### config.mk
export PLATFORM = sky130hd
export DESIGN_NAME = scsa_class_table
export DESIGN_NICKNAME = d
export VERILOG_FILES = /design/src/hw/rtl/scsa_class_table.sv
export SDC_FILE = /design/constraint.sdc
export NUM_CORES = 1
export LEC_CHECK = 0
export ABC_AREA = 0
export BUFFER_PORTS_ARGS = -buffer_cell sky130_fd_sc_hd__buf_2
export CAP_MARGIN = 20
export CORE_ASPECT_RATIO = 2
export CORE_MARGIN = 4
export CORE_UTILIZATION = 54
export DETAILED_ROUTE_END_ITERATION = 10
export PLACE_DENSITY = 0.79
export SYNTH_ARGS = -nofsm -noshare
export SYNTH_HDL_FRONTEND = slang
export SYNTH_SLANG_ARGS = --single-unit
### constraint.sdc
create_clock -name clk -period 3 [get_ports clk]
set_clock_uncertainty 0.05 [all_clocks]
set_input_delay 0.45 -clock clk [delete_from_list [all_inputs] [get_ports clk]]
set_output_delay 0.45 -clock clk [all_outputs]
set_load 0.01 [all_outputs]
### src/hw/rtl/scsa_class_table.sv
// Per-class bump state: current block index and byte cursor.
// Synchronous memory with a valid bit per class; unwritten classes read as "no block".
module scsa_class_table #(
  parameter int NUM_CLASSES = 19,
  parameter int CLS_W       = 5,
  parameter int CUR_W       = 11,
  parameter int BLK_W       = 6,
  parameter int BLOCK_BYTES = 1024
) (
  input  logic             clk,
  input  logic             rst_n,
  input  logic             rd_en,
  input  logic [CLS_W-1:0] rd_idx,
  output logic [CUR_W-1:0] rd_cur,
  output logic [BLK_W-1:0] rd_blk,
  input  logic             wr_en,
  input  logic [CLS_W-1:0] wr_idx,
  input  logic [CUR_W-1:0] wr_cur,
  input  logic [BLK_W-1:0] wr_blk
);

  localparam int EW = CUR_W + BLK_W;

  logic [EW-1:0]          mem [NUM_CLASSES];
  logic [NUM_CLASSES-1:0] vld_r;
  logic [EW-1:0]          rd_word_r;
  logic                   rd_vld_r;

  always_ff @(posedge clk) begin
    if (wr_en) begin
      mem[wr_idx] <= {wr_blk, wr_cur};
    end
    if (rd_en) begin
      rd_word_r <= mem[rd_idx];
    end
  end

  always_ff @(posedge clk) begin
    if (!rst_n) begin
      vld_r    <= '0;
      rd_vld_r <= 1'b0;
    end else begin
      if (wr_en) begin
        vld_r[wr_idx] <= 1'b1;
      end
      if (rd_en) begin
        rd_vld_r <= vld_r[rd_idx];
      end
    end
  end

  // Never-written class: full cursor, block zero.
  assign rd_cur = rd_vld_r ? rd_word_r[CUR_W-1:0] : CUR_W'(BLOCK_BYTES);
  assign rd_blk = rd_vld_r ? rd_word_r[EW-1:CUR_W] : '0;

endmodule

# ---- After elaboration in Yosys (flattened, before gate mapping)
# Memories as Yosys holds them, arrays and structs flattened. A register that Yosys moved wholly into a read port is not among the register bits.
# Cells that the tools add are included.
# W data, S select, Z words.
dict set report word_totals {
  input_bits 31
  memories 1
  register_bits 20
  ram_bits 323
}
dict set report classes {
  magnitude_cmp 3
  n_mux 8
  reduce_logical 1
  n_bitwise 1
}
# memory depth word_bits read_ports rd_clocked_by_memory_dff wr line_no
set mem_list {}
lappend mem_list {mem 19 17 1 1 1 24} ;# logic [EW-1:0] mem [NUM_CLASSES];
# op count
set ops {}
lappend ops {{$or A19 B19 Y19} 1}
lappend ops {{$lt A5 B6 Y1 const B} 2}
lappend ops {{$mux W11} 1}
lappend ops {{$mux W6} 1}
lappend ops {{$bmux W1 S5} 1}
lappend ops {{$demux W1 S5} 1}
lappend ops {{$ge A5 B1 Y1 const B} 1}
lappend ops {{$mux W1} 4}
lappend ops {{$logic_and A1 B1 Y1} 1}

# ---- Longest topological paths before layout
dict set report logic_depth {
  word_depth 5
  mapped_depth 9
  depth_no_buf 4
}

# ---- Least setup slack after synthesis
# Ideal clock, no wire load.
dict set report synth_path {
  path_kind {input port to flip-flop}
  startpoint {in wr_idx[1]}
  endpoint {mem mem[12][0] (netlist bit), enable pin}
  path_stages 2
  arrival_ns 1.767
  setup_time_ns 0.392
  required_ns 2.558
  setup_slack_ns 0.791
  n_path_buf 0
  cell_sequence {or3b_2 > nor2_1}
}
# item line_no
set synth_lines {}
lappend synth_lines {{from (decl)} 17} ;# input logic [CLS_W-1:0] wr_idx,
lappend synth_lines {{to (decl)} 24}
# Straight into the memory's write port.

# ---- Final worst setup path
dict set report layout_path {
  startpoint {reg rd_vld_r}
  endpoint {out rd_cur[9]}
}
dict set report layout_between {
  elab_chain_cells 1
}
# item line_no
set layout_lines {}
lappend layout_lines {{from (decl)} 27} ;# logic rd_vld_r;
lappend layout_lines {{from (signal assigned)} 47} ;# rd_vld_r <= vld_r[rd_idx];
lappend layout_lines {{$mux W11} 53} ;# assign rd_cur = rd_vld_r ? rd_word_r[CUR_W-1:0] : CUR_W'(BLOCK_BYTES);
lappend layout_lines {{to (decl)} 14} ;# output logic [CUR_W-1:0] rd_cur,
# No other way between the ends.

==> impl_metrics.py <==
metrics = {
    "hold_path": {
        "worstHoldStart": "rst_n",
        "worstHoldPathType": "input pin to flop",
    },
    "critical_path": {
        "setup.worst_path.start": "rd_vld_r$_SDFFE_PN0P_",
        "critical_path_endpoint_category": "output port",
        "worstSetupPathType": "flop to output port",
        "worst-path-max-fanout": 18,
        "worstPathRequired_ps": 2500,
        "critical_path.reg2reg.startpoint": "mem[4][2]$_DFFE_PP_",
        "cp-start-kind": "flop",
        "worstPathArrival_ps": 1670,
    },
    "synth": {
        "synth_nets": 741,
        "synthesis.area_mm2": 0.01396,
        "syn_area_per_cell_um2": 19.67,
        "ys_seq_elements": 360,
        "synth_largest_area_cell": "sky130_fd_sc_hd__edfxtp_1",
        "synth.lib_cells_used.distinct": 30,
        "yosys_warnings": 0,
        "synth_top_area_frac": 0.7312,
        "ys_top_cells_by_area": "sky130_fd_sc_hd__edfxtp_1, sky130_fd_sc_hd__mux4_1, sky130_fd_sc_hd__mux2i_1",
        "synth-seq-area-share": 0.7599,
        "postSynthCellCount": 710,
    },
    "drt": {
        "route.detailed.vias_per_inst": 6.129,
        "dr_total_vias": 7055,
        "routed_length_per_instance_um": 26.69,
        "firstDrtPassIters": 5,
        "dr.first_iter.drc_count": 721,
        "totalWireLength_mm": 30.72,
        "drcViolationCount": 0,
        "postRouteAntennaNets": 0,
    },
    "clock_network": {
        "cts.repair.resized": 0,
        "tritoncts": "done",
        "clkSinkCount": 360,
        "cts.clk_slew.worst_paths_ps": 70,
        "clk-insertion-delay-late_ps": 550,
        "cts-buffers-inserted": 28,
        "cts-root-buf": "sky130_fd_sc_hd__clkbuf_16",
        "cts_post_setup_buffers_inserted": 0,
        "number_of_levels_the_h_tree_was_split_into": 1,
        "maximum_clock_path_buffer_count": 3,
        "ctsHoldBuffers": 0,
    },
    "placement": {
        "port-buffer-count": 47,
        "dpl.hpwl_mm": 18.21,
        "finalWeightedCongestion": 0.7585,
    },
    "global_route": {
        "grt_max_degree": 56,
        "grt_first_pass_wirelength_mm": 45.73,
        "grt.overflow.total": 0,
        "gr-usage-all-layers": 0.2198,
        "first_global_vias": 7422,
        "antenna_violations_before_repair": 2,
    },
    "status": {
        "run_status": "finished clean",
    },
    "finish": {
        "design.final.nets": 821,
        "drive_gt1_frac": 0.2380,
        "antenna-diode-count": 0,
        "areaGrowthSynthToFinish_pct": 13.18,
    },
    "sta": {
        "rsz0062_at_grt": "false",
        "post-route-period-util": 0.7221,
        "final-max-slew-violation-count": 0,
        "fmaxAchievable_mhz": 461.6,
        "max_slew.worst_pin.slew_ps": 764.0,
        "setup_total_negative_slack_ps": 0,
        "final_worst_path_period_need_ps": 2166,
        "relSlewSlack": 0.4907,
        "report.final.setup_viol": 0,
        "timing.final.hold_violations": 0,
    },
    "power_and_ir_drop": {
        "power_density_mw_per_mm2": 644.3,
        "vdd_ir_drop_max_mv": 0.3926,
        "static-leakage-power_nw": 5.407,
        "p_total_mw": 10.18,
    },
    "die": {
        "coreArea_mm2": 0.02555,
        "die_w_um": 121.7,
        "die-area_mm2": 0.02865,
        "num_io_pins": 48,
        "core.rowCount": 83,
        "starting_utilization_of_the_core_area": 0.5466,
        "floorplan.die.height_um": 235.4,
    },
    "flow_run": {
        "drv.max_cap_violation_count": 0,
    },
}
==> sequential cells by signal, indices dropped and copies added, names as in the netlist <==
signal     count
rd_word_r     17
vld_r         19
mem          323
rd_vld_r       1
==> synth_stat cells <==
| cell | count |
|---|---|
| sky130_fd_sc_hd__nand3_1 | 2 |
| sky130_fd_sc_hd__o21ai_0 | 34 |
| sky130_fd_sc_hd__o22ai_1 | 1 |
| sky130_fd_sc_hd__a22oi_1 | 18 |
| sky130_fd_sc_hd__or3_1 | 1 |
| sky130_fd_sc_hd__nand3b_1 | 3 |
| sky130_fd_sc_hd__mux4_1 | 30 |
| sky130_fd_sc_hd__clkbuf_1 | 18 |
| sky130_fd_sc_hd__mux4_2 | 24 |
| sky130_fd_sc_hd__and2_1 | 17 |
| sky130_fd_sc_hd__inv_1 | 2 |
| sky130_fd_sc_hd__dfxtp_1 | 20 |
| sky130_fd_sc_hd__mux2_2 | 17 |
| sky130_fd_sc_hd__or3b_2 | 3 |
| sky130_fd_sc_hd__buf_1 | 1 |
| sky130_fd_sc_hd__a31oi_1 | 3 |
| sky130_fd_sc_hd__o21a_1 | 19 |
| sky130_fd_sc_hd__dlygate4sd1_1 | 1 |
| sky130_fd_sc_hd__nand2b_1 | 3 |
| sky130_fd_sc_hd__edfxtp_1 | 340 |
| sky130_fd_sc_hd__mux2i_1 | 55 |
| sky130_fd_sc_hd__buf_6 | 8 |
| sky130_fd_sc_hd__buf_4 | 1 |
| sky130_fd_sc_hd__nor2_1 | 24 |
| sky130_fd_sc_hd__o21ai_1 | 1 |
| sky130_fd_sc_hd__a221oi_1 | 16 |
| sky130_fd_sc_hd__buf_2 | 10 |
| sky130_fd_sc_hd__nand2_1 | 36 |
| sky130_fd_sc_hd__o211ai_1 | 1 |
| sky130_fd_sc_hd__nor2b_1 | 1 |
==> layer usage <==
metal	up-vias	wire length, um	global-route usage
li1	3047	-	-
met1	3632	10050	0.2488
met2	294	17490	0.4131
met3	78	2093	0.03174
met4	4	1055	0.07888
met5	-	25	0
==> final timing paths <==
path / to / slack, ps / cells after the start
worst min register to register: vld_r[10]$_SDFFE_PN0P_ / 420 / 1
worst max-delay path: rd_cur[9] / 830 / 2
worst max register to register: rd_word_r[2]$_DFFE_PP_ / 1190 / 4
worst min-delay path: vld_r[10]$_SDFFE_PN0P_ / 230 / 2
==> kinds of logic after synthesis <==
group	after synthesis	synth area share
buffers and inverters	41	0.01685
multiplexers	126	0.1483
flip-flops	360	0.7599
AND/OR/NAND/NOR	90	0.03020
AO/OA/AOI/OAI	93	0.04480
==> cells in the final DEF, fill, tap and decap left out <==
master and count:
sky130_fd_sc_hd__clkinv_2 3, sky130_fd_sc_hd__buf_4 41, sky130_fd_sc_hd__mux4_2 24, sky130_fd_sc_hd__inv_1 2, sky130_fd_sc_hd__nor2b_1 1, sky130_fd_sc_hd__nand3b_1 3
sky130_fd_sc_hd__edfxtp_1 340, sky130_fd_sc_hd__nand2_1 36, sky130_fd_sc_hd__dfxtp_1 20, sky130_fd_sc_hd__or3b_2 3, sky130_fd_sc_hd__clkbuf_1 1, sky130_fd_sc_hd__and2_1 17
sky130_fd_sc_hd__mux2_2 17, sky130_fd_sc_hd__a22oi_1 18, sky130_fd_sc_hd__nor2_2 19, sky130_fd_sc_hd__o211ai_1 1, sky130_fd_sc_hd__buf_12 1, sky130_fd_sc_hd__nand2b_1 3
sky130_fd_sc_hd__bufinv_16 8, sky130_fd_sc_hd__o21ai_0 34, sky130_fd_sc_hd__a31oi_1 3, sky130_fd_sc_hd__or3_1 1, sky130_fd_sc_hd__nand3_1 2, sky130_fd_sc_hd__o21a_1 19
sky130_fd_sc_hd__clkinv_1 9, sky130_fd_sc_hd__mux2i_1 55, sky130_fd_sc_hd__mux4_1 30, sky130_fd_sc_hd__buf_6 1, sky130_fd_sc_hd__o21ai_1 1, sky130_fd_sc_hd__nor2_1 5
sky130_fd_sc_hd__buf_2 46, sky130_fd_sc_hd__clkinvlp_4 1, sky130_fd_sc_hd__clkbuf_16 29, sky130_fd_sc_hd__o22ai_1 1, sky130_fd_sc_hd__a221oi_1 16
==> layout make-up <==
cell class	instances	area, um^2
Sequential cell	360	10610
Timing Repair Buffer	89	569.3
Fill cell	1761	9743
Multi-Input combinational cell	309	3166
Tap cell	340	425.4
Clock buffer	30	729.5
Inverter	2	7.507
Clock inverter	21	296.5
==> power breakdown <==
group	internal (mW)	total, mW	leakage (nW)	switching, mW
logic	0.192	0.487	1.67	0.295
registers	5.57	5.59	3.24	0.0238
clock network	2.44	4.10	0.498	1.66
==> per-stage QoR <==
step | hold WS [ps] | cells | worst slack, ps | cell area, um^2 | util
floorplan | 385.4 | 710 | 791.3 | 13960 | -
global placement | 390.8 | 1100 | 371.4 | 14780 | 0.5785
detailed placement | 402.2 | 1100 | 309.9 | 14780 | 0.5785
CTS | 217.1 | 1151 | 728.8 | 15800 | 0.6186
global route | 239.0 | 1151 | 684.7 | 15800 | 0.6186
finish | 230.5 | 1151 | 833.7 | 15800 | 0.6186
==> worst max-delay path, stage by stage (launching register included) <==
cell and delay (ps):
sky130_fd_sc_hd__dfxtp_1 740, sky130_fd_sc_hd__and2_1 230, sky130_fd_sc_hd__buf_2 140
Power figures use the tool's default switching activity.
