==> src/hw/rtl/scsa_size_class.sv <==
// Maps a byte size onto its slot class, rounding up.
// Stand-alone combinational logic; used by the top level.
module scsa_size_class #(
  parameter int SLOT_STEP = 8,
  parameter int NSTEP     = 16,
  parameter int CLS_W     = 5
) (
  input  logic [7:0]       size,
  output logic [CLS_W-1:0] cls
);

  localparam int Q_W = $clog2(NSTEP + 1);

  logic [Q_W-1:0] steps;

  // Smallest multiple of the step that holds the size; compares are independent.
  always_comb begin
    steps = Q_W'(NSTEP);
    for (int j = NSTEP - 1; j >= 1; j--) begin
      if (32'(size) <= 32'(j * SLOT_STEP)) begin
        steps = Q_W'(j);
      end
    end
  end

  always_comb begin
    priority if (size == 8'd1) begin
      cls = CLS_W'(0);
    end else if (size == 8'd2) begin
      cls = CLS_W'(1);
    end else if (size <= 8'd4) begin
      cls = CLS_W'(2);
    end else begin
      cls = CLS_W'(32'(steps) + 32'd2);
    end
  end

endmodule

==> config.mk <==
export PLATFORM = sky130hd
export DESIGN_NAME = scsa_size_class
export DESIGN_NICKNAME = d
export VERILOG_FILES = /design/src/hw/rtl/scsa_size_class.sv
export SDC_FILE = /design/constraint.sdc
export NUM_CORES = 1
export LEC_CHECK = 0
export BUFFER_PORTS_ARGS = -buffer_cell sky130_fd_sc_hd__buf_2
export CAP_MARGIN = 30
export CORE_AREA = 5 5 42 44
export DETAILED_ROUTE_END_ITERATION = 12
export DIE_AREA = 0 0 47 49
export PLACE_DENSITY_LB_ADDON = 0.05
export SLEW_MARGIN = 0
export SYNTH_ARGS = -nofsm -noshare
export SYNTH_HDL_FRONTEND = slang
export SYNTH_SLANG_ARGS = --single-unit
export TNS_END_PERCENT = 5
==> constraint.sdc <==
create_clock -name vclk -period 2
set_input_delay 0.4 -clock vclk [all_inputs]
set_output_delay 0.4 -clock vclk [all_outputs]
set_load 0.005 [all_outputs]
== Word level (Yosys, flattened, before mapping) ==
Index checks and enable logic that the tools add are counted.

* Memory bits (read-only): 0
* Input bits: 8
* Memory bits (writable): 0
* Memories: 0
* Bits in latches: 0
* Bits in registers: 0
* Word-level logic and storage cells: 37
* Output and inout bits: 5

* Equality and inequality tests: 2
* Bitwise logic cells: 0
* Magnitude comparators: 16
* Mux-type cells: 18
* Div/mod/pow operators: 0
* Multiply operators: 0
* Reduce and logical (&&, ||, !) cells: 0
* Add/sub/neg operators: 1
* Shift operators: 0

{| class="wikitable"
|+ Operator list
! kind !! number
|-
| 2-to-1 mux 5 bit || 18
|-
| less-or-equal comparator 8 x 7 -> 1 bit (second input constant) || 8
|-
| less-or-equal comparator 8 x 6 -> 1 bit (second input constant) || 4
|-
| less-or-equal comparator 8 x 5 -> 1 bit (second input constant) || 2
|-
| == test 8 x 1 -> 1 bit (second input constant) || 1
|-
| == test 8 x 2 -> 1 bit (second input constant) || 1
|-
| less-or-equal comparator 8 x 3 -> 1 bit (second input constant) || 1
|-
| less-or-equal comparator 8 x 4 -> 1 bit (second input constant) || 1
|-
| adder 5 x 2 -> 5 bit (second input constant) || 1
|}

== Depth between registers and ports, before layout ==
Gate-level depths: netlist (run 1).

* Depth after elaboration: 20
* Mapped depth: 7
* Gate-level depth less buffers: 7

== Worst setup path before layout (run 1) ==
OpenSTA, ideal clock, no wires.

* Path type: input-to-output
* Start: input port size[2]
* End: output port cls[2]
* Stages on the path: 6
* Slack: 0.183 ns
* Required time: 1.600 ns
* Buffers on the path: 0
* Arrival: 1.417 ns
* Path through: o31a_2 -> nand2_1 -> xor2_1 -> nor2_1 -> ha_1 -> and2_1

* Longest elaborated chain between the ends: 20
* Elaborated cells on any way between the ends: 37
* Those cells by class: add/sub: 1; order compare: 16; eq/ne: 2; mux: 18

{| class="wikitable"
|+ RTL lines
! what !! RTL line !! text
|-
| start, declared || 8 || <nowiki>input logic [7:0] size,</nowiki>
|-
| less-or-equal comparator 8 x 7 -> 1 bit || 20 || <nowiki>if (32'(size) <= 32'(j * SLOT_STEP)) begin</nowiki>
|-
| 2-to-1 mux 5 bit (15 in series) || 20 ||
|-
| adder 5 x 2 -> 5 bit || 34 || <nowiki>cls = CLS_W'(32'(steps) + 32'd2);</nowiki>
|-
| 2-to-1 mux 5 bit || 31 || <nowiki>end else if (size <= 8'd4) begin</nowiki>
|-
| 2-to-1 mux 5 bit || 29 || <nowiki>end else if (size == 8'd2) begin</nowiki>
|-
| 2-to-1 mux 5 bit * || 27 || <nowiki>priority if (size == 8'd1) begin</nowiki>
|-
| end, declared || 9 || <nowiki>output logic [CLS_W-1:0] cls</nowiki>
|}

Every way passes the cells marked *; elsewhere a longest branch is shown, timed or not.

== Final worst setup path (run 1) ==
* Start: input port size[0]
* End: output port cls[2]

Same word-level chain as after synthesis.

==> impl_metrics.prom, run 1 <==
# TYPE chip_impl_metric gauge
chip_impl_info{name="outcome",value="finished, violations left"} 1
chip_impl_info{name="violated_checks",value="setup timing"} 1
chip_impl_metric{name="max_slew.worst_pin.slew",unit="ns"} 0.375
chip_impl_info{name="crit_path_start_kind",value="primary input"} 1
chip_impl_metric{name="die_outline_area",unit="um^2"} 2300
chip_impl_metric{name="synth_sequential_area_ratio",unit="%"} 0
chip_impl_metric{name="route.detailed.wl_per_inst",unit="um"} 11.0
chip_impl_metric{name="core_area",unit="um^2"} 1400
chip_impl_info{name="timing.critical_path.max_delay_family",value="compound AO/OA/AOI/OAI gates"} 1
chip_impl_metric{name="grt_antenna_before_repair",unit=""} 0
chip_impl_metric{name="setup_ws",unit="ns"} -0.0460
chip_impl_metric{name="vias_per_cell",unit=""} 4.82
chip_impl_metric{name="remaining_drc_errors",unit=""} 0
chip_impl_metric{name="power_leakage",unit="uW"} 0.000170
chip_impl_metric{name="synthCells",unit=""} 34
chip_impl_metric{name="timing.final.crit_period",unit="ns"} 2.05
chip_impl_metric{name="globalplace.congestion",unit=""} 0.705
chip_impl_metric{name="num_io_pins",unit=""} 13
chip_impl_metric{name="chipHeight",unit="um"} 49
chip_impl_metric{name="final_core_util",unit="%"} 26.9
chip_impl_metric{name="dp_hpwl",unit="um"} 601
chip_impl_metric{name="grt_util_all_layers",unit="%"} 6.75
chip_impl_metric{name="timing.critical_path.arrival",unit="ns"} 1.65
chip_impl_metric{name="power.clock.fraction",unit="%"} 0
chip_impl_info{name="post_synth_main_area_contributors",value="mux2i_1 (13%), nor2_1 (8.3%), xnor2_1 (7.7%)"} 1
chip_impl_metric{name="via_count",unit=""} 313
chip_impl_metric{name="global_route_wire_length_before_repair",unit="mm"} 1.24
chip_impl_metric{name="cp.buffers_inverters",unit=""} 2
chip_impl_metric{name="synthToLayoutAreaGrowth",unit="%"} 66.3
chip_impl_metric{name="crit_required",unit="ns"} 1.60
chip_impl_metric{name="dieWidth",unit="um"} 47
chip_impl_metric{name="synth_top_area_share",unit="%"} 13.3
chip_impl_metric{name="cellPowerDensity",unit="nW/um^2"} 216
chip_impl_metric{name="ff_latch_area",unit="um^2"} 0
chip_impl_metric{name="overflow",unit=""} 0
chip_impl_metric{name="nFlopsAndLatches",unit=""} 0
chip_impl_metric{name="drv_cap",unit=""} 0
chip_impl_metric{name="report.final.setup_viol",unit=""} 3
chip_impl_metric{name="std_cell_rows",unit=""} 14
chip_impl_metric{name="drt.antenna.violating_nets",unit=""} 0
chip_impl_metric{name="layout.clock_buffers",unit=""} 0
chip_impl_metric{name="fillers",unit=""} 171
chip_impl_metric{name="synth.cell_area",unit="um^2"} 226
chip_impl_metric{name="place_worst_setup_slack",unit="ns"} -0.0893
chip_impl_metric{name="finalHoldViolCount",unit=""} 0
chip_impl_metric{name="synth.net_count",unit=""} 43
chip_impl_metric{name="timing_max_transition_violations_final",unit=""} 0
chip_impl_metric{name="worst_path_largest_cell_delay",unit="ns"} 0.37
chip_impl_info{name="rsz_0062_raised_after_global_routing",value="true"} 1
chip_impl_metric{name="synth.distinct_cells",unit=""} 22
chip_impl_metric{name="p_int",unit="uW"} 42.9
chip_impl_metric{name="crit_path_max_fanout",unit=""} 4
chip_impl_metric{name="n_antenna_cell",unit=""} 0
chip_impl_metric{name="post_synth.cell_area_avg",unit="um^2"} 6.66
chip_impl_info{name="worst_path_max_delay_cell",value="o31a_4"} 1
chip_impl_metric{name="drt_pre_antenna_iters",unit=""} 4
chip_impl_metric{name="layout-drive-gt1-share",unit="%"} 53.1
chip_impl_metric{name="start_util",unit="%"} 16.2
chip_impl_metric{name="final_period_utilization",unit="%"} 102
chip_impl_metric{name="finalWirelength",unit="um"} 716
chip_impl_metric{name="maxClockFrequency",unit="MHz"} 489
chip_impl_metric{name="finish.net_count",unit=""} 60
chip_impl_info{name="setup.worst_path.class",value="primary input to output port"} 1
chip_impl_info{name="yosysTopAreaCell",value="mux2i_1"} 1
chip_impl_metric{name="power_switching",unit="uW"} 38.3
chip_impl_metric{name="vdd_drop_max",unit="mV"} 0.0584
chip_impl_info{name="timing.hold.worst.class",value="primary input to output port"} 1
chip_impl_metric{name="p_sw_share",unit="%"} 47.2
chip_impl_info{name="cp-end-kind",value="output port"} 1
chip_impl_metric{name="pwr-share-comb",unit="%"} 100.0
chip_impl_info{name="timing.critical_path.cells",value="buf_6, o31a_4, xnor2_2, nor2_2, ha_2, and2_1, buf_2"} 1
chip_impl_metric{name="vias_in_the_first_global_route",unit=""} 266
chip_impl_metric{name="power_frac_seq",unit="%"} 0
chip_impl_metric{name="place.port_buffers",unit=""} 13
chip_impl_metric{name="detailedRoute.firstIterationViolations",unit=""} 6
chip_impl_metric{name="max-slew-margin-rel",unit="%"} 74.8
chip_impl_metric{name="synthesis.yosys.warnings",unit=""} 0
chip_impl_metric{name="grt_start_max_net_pins",unit=""} 8
-- synth_stat cells, drive strengths merged --
| library cell | n |
|---|---|
| and2 | 1 |
| a22oi | 1 |
| nor4 | 1 |
| or3 | 2 |
| xnor2 | 2 |
| nor2b | 1 |
| mux2i | 3 |
| ha | 1 |
| o31a | 1 |
| nand4b | 1 |
| clkbuf | 1 |
| or2 | 1 |
| nand2b | 1 |
| nand2 | 3 |
| nor2 | 5 |
| a211oi | 1 |
| xor2 | 2 |
| a21oi | 2 |
| o211ai | 1 |
| o21ai | 1 |
| nand3 | 2 |
-- cell families after synthesis --
| kind of cell | after synthesis | synth area share, % |
|---|---|---|
| AND/OR/NAND/NOR | 18 | 43.1 |
| multiplexers | 3 | 13.3 |
| AO/OA/AOI/OAI | 7 | 21.0 |
| XOR/XNOR | 4 | 15.5 |
| buffers and inverters | 1 | 1.66 |
| adder cells (fa/ha/maj) | 1 | 5.52 |
-- repair_timing --
action,4_1_cts,5_1_grt
pin swaps,3,3
gates resized for setup,6,4
setup buffers,0,0
hold buffers,0,0
endpoints found under the setup margin,3,3
-- layout by cell type (no fill, tap or decap), drive strengths merged --
cell type  instances
a211oi             1
a21oi              2
a22oi              1
and2               1
buf               16
ha                 1
mux2i              3
nand2              3
nand2b             1
nand3              2
nand4b             1
nor2               5
nor2b              1
nor4               1
o211ai             1
o21ai              1
o31a               1
or2                1
or3                2
xnor2              2
xor2               2
-- cell type report --
cell class / instances / area, um^2 / area share, %
Timing Repair Buffer: 16 / 100 / 26.6
Tap cell: 16 / 20.0 / 5.32
Multi-Input combinational cell: 33 / 256 / 68.1
-- routing by layer --
metal  vias up  track usage, %  share of wire (%)
li1        154               -                  -
met1       152            10.9                 43
met2         7            10.4                 53
met3         0               0                4.1
met4         0               0                  0
met5         -               0                  0
-- power groups by stage --
stage	logic [uW]	clock network [uW]	registers [uW]
after floorplan	36.8	0	0
after global placement	71.7	0	0
after detailed placement	71.7	0	0
after CTS	78.8	0	0
after global routing	90.8	0	0
final	81.2	0	0
-- path summary, 6_finish.rpt --
path / end / slack (ns) / depth (start not counted) / start
setup / recovery: cls[2] / -0.05 / 7 / size[0]
hold / removal: cls[4] / 1.15 / 3 / size[7]
-- stage by stage --
step                setup TNS [ns]  instance area [um^2]  hold WS, ns  power, uW  std cells
finish                     -0.0887                   377         1.15       81.2         65
floorplan                        0                   226        0.891       36.8         34
detailed placement          -0.183                   330         1.15       71.7         65
global route                -0.344                   377         1.22       90.8         65
global placement            -0.126                   330         1.13       71.7         65
CTS                        -0.0986                   362         1.15       78.8         65
-- worst min-delay path, delay by kind of cell --
family	cells	cell delay (ns)
buf+inv	2	0.24
simple gates	1	0.11
Note: power is estimated with default switching activity, not from simulation.
==> run 2: changes to the inputs <==
- ABC_AREA: unset -> 1
==> impl_metrics.prom, run 2 <==
# TYPE chip_impl_metric gauge
chip_impl_info{name="outcome",value="finished, violations left"} 1
chip_impl_info{name="violated_checks",value="setup timing"} 1
chip_impl_metric{name="dieWidth",unit="um"} 47
chip_impl_metric{name="n_antenna_cell",unit=""} 0
chip_impl_metric{name="vias_per_cell",unit=""} 5.26
chip_impl_metric{name="crit_path_max_fanout",unit=""} 3
chip_impl_metric{name="post_cts_hold_buffer_count",unit=""} 0
chip_impl_info{name="synth_common_cells",value="nand2_1 (25), nor2_1 (13), inv_1 (12)"} 1
chip_impl_info{name="crit_path_start_kind",value="primary input"} 1
chip_impl_metric{name="report.final.setup_viol",unit=""} 4
chip_impl_metric{name="layout.cells.non_filler",unit=""} 166
chip_impl_info{name="yosysTopAreaCell",value="nand2_1"} 1
chip_impl_metric{name="vias_in_the_first_global_route",unit=""} 820
chip_impl_metric{name="final_area",unit="um^2"} 1070
chip_impl_info{name="synth.most_common_cell",value="nand2_1"} 1
chip_impl_metric{name="cellPowerDensity",unit="nW/um^2"} 233
chip_impl_metric{name="max-slew-margin-rel",unit="%"} 79.4
chip_impl_info{name="rsz_0062_raised_after_global_routing",value="true"} 1
chip_impl_metric{name="p_sw_share",unit="%"} 49.5
chip_impl_metric{name="totalPowerFinal",unit="uW"} 250
chip_impl_info{name="timing.hold.worst.class",value="primary input to output port"} 1
chip_impl_metric{name="drt_pre_antenna_iters",unit=""} 4
chip_impl_metric{name="via_count",unit=""} 873
chip_impl_metric{name="final_period_utilization",unit="%"} 117
chip_impl_metric{name="synth_sequential_area_ratio",unit="%"} 0
chip_impl_metric{name="place.port_buffers",unit=""} 13
chip_impl_metric{name="drt.antenna.violating_nets",unit=""} 0
chip_impl_metric{name="vdd_drop_max",unit="mV"} 0.147
chip_impl_metric{name="finalHoldViolCount",unit=""} 0
chip_impl_metric{name="num_io_pins",unit=""} 13
chip_impl_metric{name="chipHeight",unit="um"} 49
chip_impl_metric{name="detailedRoute.firstIterationViolations",unit=""} 15
chip_impl_metric{name="ff_latch_area",unit="um^2"} 0
chip_impl_metric{name="post_synth.cell_area_avg",unit="um^2"} 4.94
chip_impl_metric{name="finalWirelength",unit="mm"} 2.34
chip_impl_metric{name="crit_required",unit="ns"} 1.60
chip_impl_metric{name="die_outline_area",unit="um^2"} 2300
chip_impl_metric{name="synthCells",unit=""} 100
chip_impl_metric{name="power_switching",unit="uW"} 124
chip_impl_metric{name="remaining_drc_errors",unit=""} 0
chip_impl_metric{name="fin_worst_hold_slack",unit="ns"} 1.19
chip_impl_metric{name="dpl-instance-area",unit="um^2"} 870
chip_impl_metric{name="finish.net_count",unit=""} 161
chip_impl_metric{name="final_core_util",unit="%"} 76.5
chip_impl_info{name="cp-end-kind",value="output port"} 1
chip_impl_metric{name="std_cell_rows",unit=""} 14
chip_impl_info{name="commonest_cells_after_routing_fill_and_taps_aside",value="buf_4 (37), nand2_1 (20), inv_1 (11)"} 1
chip_impl_metric{name="globalplace.congestion",unit=""} 0.890
chip_impl_metric{name="start_util",unit="%"} 35.3
chip_impl_metric{name="route.detailed.wl_per_inst",unit="um"} 14.1
chip_impl_info{name="top_cell_by_count_worst_path",value="nand2_1"} 1
chip_impl_metric{name="synthToLayoutAreaGrowth",unit="%"} 117
chip_impl_info{name="worst_path_max_delay_cell",value="ha_2"} 1
chip_impl_metric{name="power.clock.fraction",unit="%"} 0
chip_impl_metric{name="post-place-cells",unit=""} 163
chip_impl_metric{name="p_int",unit="uW"} 126
chip_impl_metric{name="layout.clock_buffers",unit=""} 0
chip_impl_metric{name="nFlopsAndLatches",unit=""} 0
chip_impl_metric{name="max_slew.worst_pin.slew",unit="ns"} 0.307
chip_impl_metric{name="worst_path_largest_cell_delay",unit="ns"} 0.20
chip_impl_metric{name="drv_cap",unit=""} 0
chip_impl_metric{name="core_area",unit="um^2"} 1400
chip_impl_info{name="timing.critical_path.cells",value="buf_8, nor2_2, nand2_1, nand2_1, nand2_1, nand2_1, a21boi_2, o21ai_1, nand2_1, a21boi_2, ha_2, and3_4, nor3_2, buf_2"} 1
chip_impl_metric{name="synth.cell_area",unit="um^2"} 494
chip_impl_info{name="post_synth_main_area_contributors",value="nand2_1 (19%), nor2_1 (9.9%), inv_1 (9.1%)"} 1
chip_impl_metric{name="synth.distinct_cells",unit=""} 27
chip_impl_metric{name="synthesis.yosys.warnings",unit=""} 0
chip_impl_info{name="mostFrequentLayoutCell",value="buf_4"} 1
chip_impl_metric{name="maxClockFrequency",unit="MHz"} 429
chip_impl_metric{name="global_route_wire_length_before_repair",unit="mm"} 3.42
chip_impl_metric{name="dp_hpwl",unit="mm"} 1.50
chip_impl_metric{name="grt_start_max_net_pins",unit=""} 8
chip_impl_metric{name="layout-drive-gt1-share",unit="%"} 62.0
chip_impl_metric{name="fillers",unit=""} 102
chip_impl_metric{name="timing.critical_path.arrival",unit="ns"} 1.93
chip_impl_metric{name="grt_antenna_before_repair",unit=""} 0
chip_impl_metric{name="grt_util_all_layers",unit="%"} 18.8
chip_impl_metric{name="timing.final.crit_period",unit="ns"} 2.33
chip_impl_metric{name="timing_max_transition_violations_final",unit=""} 0
chip_impl_metric{name="power_leakage",unit="uW"} 0.000551
chip_impl_metric{name="setup_ws",unit="ns"} -0.333
chip_impl_metric{name="overflow",unit=""} 0
chip_impl_metric{name="synth_top_area_share",unit="%"} 19.0
chip_impl_info{name="setup.worst_path.class",value="primary input to output port"} 1
chip_impl_metric{name="multi_input_area",unit="um^2"} 556
chip_impl_metric{name="synth.net_count",unit=""} 109
chip_impl_metric{name="power_frac_seq",unit="%"} 0
chip_impl_metric{name="pwr-share-comb",unit="%"} 100.0
==> run 2: layer usage <==
metal	track usage (%)	share of wire (%)
met5	0	0
met3	1.11	4.4
met1	23.9	40
met4	4.15	2.7
met2	33.0	53
==> run 2: final timing paths <==
| kind | startpoint | end | slack [ns] | cells after the start |
|---|---|---|---|---|
| setup / recovery | size[1] | cls[3] | -0.33 | 14 |
| hold / removal | size[2] | cls[0] | 1.19 | 5 |
==> run 2: kinds of logic (layout without fill, tap and decap cells) <==
| logic type | count (synthesis) | in the layout | synth area share, % |
|---|---|---|---|
| fa+ha+maj | 1 | 1 | 2.53 |
| buf+inv | 19 | 69 | 15.4 |
| compound gates | 23 | 23 | 29.1 |
| simple gates | 57 | 57 | 52.9 |
==> run 2: layout make-up <==
type | count | area share (%)
multi-input cells | 81 | 51.8
inverters | 17 | 7.12
well taps | 16 | 1.87
repair buffers | 52 | 39.2
==> run 2: what timing repair did <==
| item | in CTS | in global routing |
|---|---|---|
| endpoints found under the hold margin | 0 | 0 |
| pin swaps | 10 | 6 |
| gates cloned | 0 | 0 |
| gates resized for setup | 41 | 12 |
| setup endpoints to repair | 4 | 4 |
| buffers inserted | 3 | 0 |
==> run 2: power by group through the flow <==
| stage | combinational (uW) | clock [uW] | sequential [uW] |
|---|---|---|---|
| final | 250 | 0 | 0 |
| after global placement | 195 | 0 | 0 |
| after global routing | 271 | 0 | 0 |
| after floorplan | 103 | 0 | 0 |
| after detailed placement | 198 | 0 | 0 |
| after CTS | 232 | 0 | 0 |
==> run 2: through the flow <==
| step | TNS, ns | setup WS [ns] |
|---|---|---|
| 4_1_cts | -0.774 | -0.271 |
| 5_1_grt | -1.53 | -0.456 |
| 3_3_place_gp | -1.30 | -0.432 |
| 3_5_place_dp | -1.32 | -0.445 |
| 6_report | -1.05 | -0.333 |
| 2_1_floorplan | -0.220 | -0.129 |
==> run 2: worst max-delay path, delay by kind of cell <==
family                     cells  cell delay [ns]
and+or+nand+nor                8             0.80
AOI/OAI and AO/OA              3             0.32
adders and majority gates      1             0.20
buffers and inverters          2             0.22
==> run 3: changes to the inputs <==
- SETUP_SLACK_MARGIN: unset -> 0.5
==> impl_metrics.prom, run 3 (synthesis gave the netlist of run 2 again) <==
# TYPE chip_impl_metric gauge
chip_impl_metric{name="fillers",unit=""} 104
chip_impl_metric{name="num_io_pins",unit=""} 13
chip_impl_info{name="worst_path_max_delay_cell",value="ha_2"} 1
chip_impl_metric{name="timing_max_transition_violations_final",unit=""} 0
chip_impl_metric{name="place.port_buffers",unit=""} 13
chip_impl_metric{name="final_area",unit="um^2"} 1070
chip_impl_metric{name="dpl-instance-area",unit="um^2"} 870
chip_impl_info{name="timing.critical_path.cells",value="buf_2, nor2_2, nand2_1, nand2_1, nand2_1, nand2_1, a21boi_2, o21ai_1, nand2_1, a21boi_2, ha_2, and3_4, nor3_2, buf_2"} 1
chip_impl_info{name="timing.hold.worst.class",value="primary input to output port"} 1
chip_impl_metric{name="timing.critical_path.arrival",unit="ns"} 1.97
chip_impl_metric{name="grt_antenna_before_repair",unit=""} 0
chip_impl_metric{name="max-slew-margin-rel",unit="%"} 78.9
chip_impl_metric{name="cp.buffers_inverters",unit=""} 2
chip_impl_metric{name="globalplace.congestion",unit=""} 0.890
chip_impl_metric{name="final_period_utilization",unit="%"} 119
chip_impl_metric{name="setup_ws",unit="ns"} -0.372
chip_impl_metric{name="layout.clock_buffers",unit=""} 0
chip_impl_metric{name="chipHeight",unit="um"} 49
chip_impl_metric{name="maxClockFrequency",unit="MHz"} 422
chip_impl_metric{name="dieWidth",unit="um"} 47
chip_impl_metric{name="die_outline_area",unit="um^2"} 2300
chip_impl_metric{name="totalPowerFinal",unit="uW"} 245
chip_impl_metric{name="grt_util_all_layers",unit="%"} 18.8
chip_impl_metric{name="post-place-cells",unit=""} 163
chip_impl_metric{name="synthToLayoutAreaGrowth",unit="%"} 116
chip_impl_metric{name="cellPowerDensity",unit="nW/um^2"} 230
chip_impl_metric{name="grt_start_max_net_pins",unit=""} 8
chip_impl_metric{name="drt.antenna.violating_nets",unit=""} 0
chip_impl_metric{name="vdd_drop_max",unit="mV"} 0.134
chip_impl_metric{name="via_count",unit=""} 852
chip_impl_info{name="commonest_cells_after_routing_fill_and_taps_aside",value="buf_4 (40), nand2_1 (21), inv_1 (11)"} 1
chip_impl_info{name="top_cell_by_count_worst_path",value="nand2_1"} 1
chip_impl_metric{name="finalHoldViolCount",unit=""} 0
chip_impl_metric{name="detailedRoute.firstIterationViolations",unit=""} 24
chip_impl_metric{name="global_route_wire_length_before_repair",unit="mm"} 3.42
chip_impl_metric{name="post_cts_hold_buffer_count",unit=""} 0
chip_impl_metric{name="std_cell_rows",unit=""} 14
chip_impl_metric{name="remaining_drc_errors",unit=""} 0
chip_impl_metric{name="route.detailed.wl_per_inst",unit="um"} 12.9
chip_impl_metric{name="fin_worst_hold_slack",unit="ns"} 1.20
chip_impl_metric{name="vias_in_the_first_global_route",unit=""} 820
chip_impl_metric{name="crit_required",unit="ns"} 1.60
chip_impl_metric{name="dp_hpwl",unit="mm"} 1.50
chip_impl_metric{name="drt_pre_antenna_iters",unit=""} 4
chip_impl_metric{name="finalWirelength",unit="mm"} 2.15
chip_impl_metric{name="core_area",unit="um^2"} 1400
chip_impl_metric{name="crit_path_max_fanout",unit=""} 4
chip_impl_metric{name="timing.final.crit_period",unit="ns"} 2.37
chip_impl_metric{name="report.final.setup_viol",unit=""} 4
chip_impl_metric{name="vias_per_cell",unit=""} 5.10
chip_impl_metric{name="ff_latch_area",unit="um^2"} 0
chip_impl_info{name="rsz_0062_raised_after_global_routing",value="true"} 1
chip_impl_metric{name="layout-drive-gt1-share",unit="%"} 62.3
chip_impl_info{name="crit_path_start_kind",value="primary input"} 1
chip_impl_metric{name="worst_path_largest_cell_delay",unit="ns"} 0.20
chip_impl_info{name="violated_checks",value="setup timing"} 1
chip_impl_metric{name="drv_cap",unit=""} 0
chip_impl_metric{name="layout.cells.non_filler",unit=""} 167
chip_impl_info{name="outcome",value="finished, violations left"} 1
chip_impl_metric{name="nFlopsAndLatches",unit=""} 0
chip_impl_metric{name="overflow",unit=""} 0
chip_impl_metric{name="n_antenna_cell",unit=""} 0
chip_impl_info{name="mostFrequentLayoutCell",value="buf_4"} 1
chip_impl_info{name="timing.critical_path.max_delay_family",value="simple AND/OR/NAND/NOR gates"} 1
chip_impl_info{name="setup.worst_path.class",value="primary input to output port"} 1
chip_impl_metric{name="max_slew.worst_pin.slew",unit="ns"} 0.313
chip_impl_metric{name="power_leakage",unit="uW"} 0.000553
chip_impl_metric{name="start_util",unit="%"} 35.3
chip_impl_metric{name="finish.net_count",unit=""} 162
chip_impl_info{name="cp-end-kind",value="output port"} 1
run 3: changes by cell type in the layout (fill, tap and decap cells not counted):
cell / delta
buf_12: +1
buf_2: +1
buf_4: +3
buf_6: -2
buf_8: -2
nand2_1: +1
nand2_2: -1
o21ai_1: -1
o21ai_2: +1
run 3: report_power, final:
part / leakage (uW) / switching (uW) / internal [uW]
Combinational: 0.000553 / 121 / 125
Clock: 0 / 0 / 0
Sequential: 0 / 0 / 0
Total: 0.000553 / 121 / 125
run 3: final cells by class:
cell class | count | area (um^2) | share of cell area (%)
inverters | 17 | 76.3 | 7.14
well taps | 16 | 20.0 | 1.87
multi-input cells | 81 | 557 | 52.1
repair buffers | 53 | 415 | 38.9
run 3: final timing paths:
check / from / endpoint / slack (ns) / cells past startpoint
hold / removal: size[2] / cls[0] / 1.20 / 5
setup / recovery: size[0] / cls[3] / -0.37 / 14
run 3: tightest hold or removal path, stage by stage:
cell and delay [ns]:
buf_6 0.09, nor2_1 0.05, nand4_1 0.10, nand2_1 0.05
buf_2 0.11
run 3: through the flow:
stage / setup WS (ns) / TNS, ns / utilization, %
after floorplan: -0.129 / -0.220 / -
after global placement: -0.432 / -1.30 / 62.1
after detailed placement: -0.445 / -1.32 / 62.1
after CTS: -0.270 / -0.773 / 73.3
after global routing: -0.485 / -1.62 / 76.3
final: -0.372 / -1.15 / 76.3
run 3: repair_timing:
| action | CTS | global route |
|---|---|---|
| cloned | 0 | 0 |
| resized for setup | 41 | 7 |
| setup buffers | 3 | 1 |
| pin swaps | 11 | 4 |
| setup endpoints to repair | 5 | 5 |
run 3: metal layers:
layer | up-vias | track usage (%) | routed length, um
li1 | 432 | - | -
met1 | 380 | 23.9 | 855
met4 | 0 | 4.15 | 78
met2 | 30 | 33.0 | 1110
met3 | 10 | 1.11 | 105
met5 | - | 0 | 0
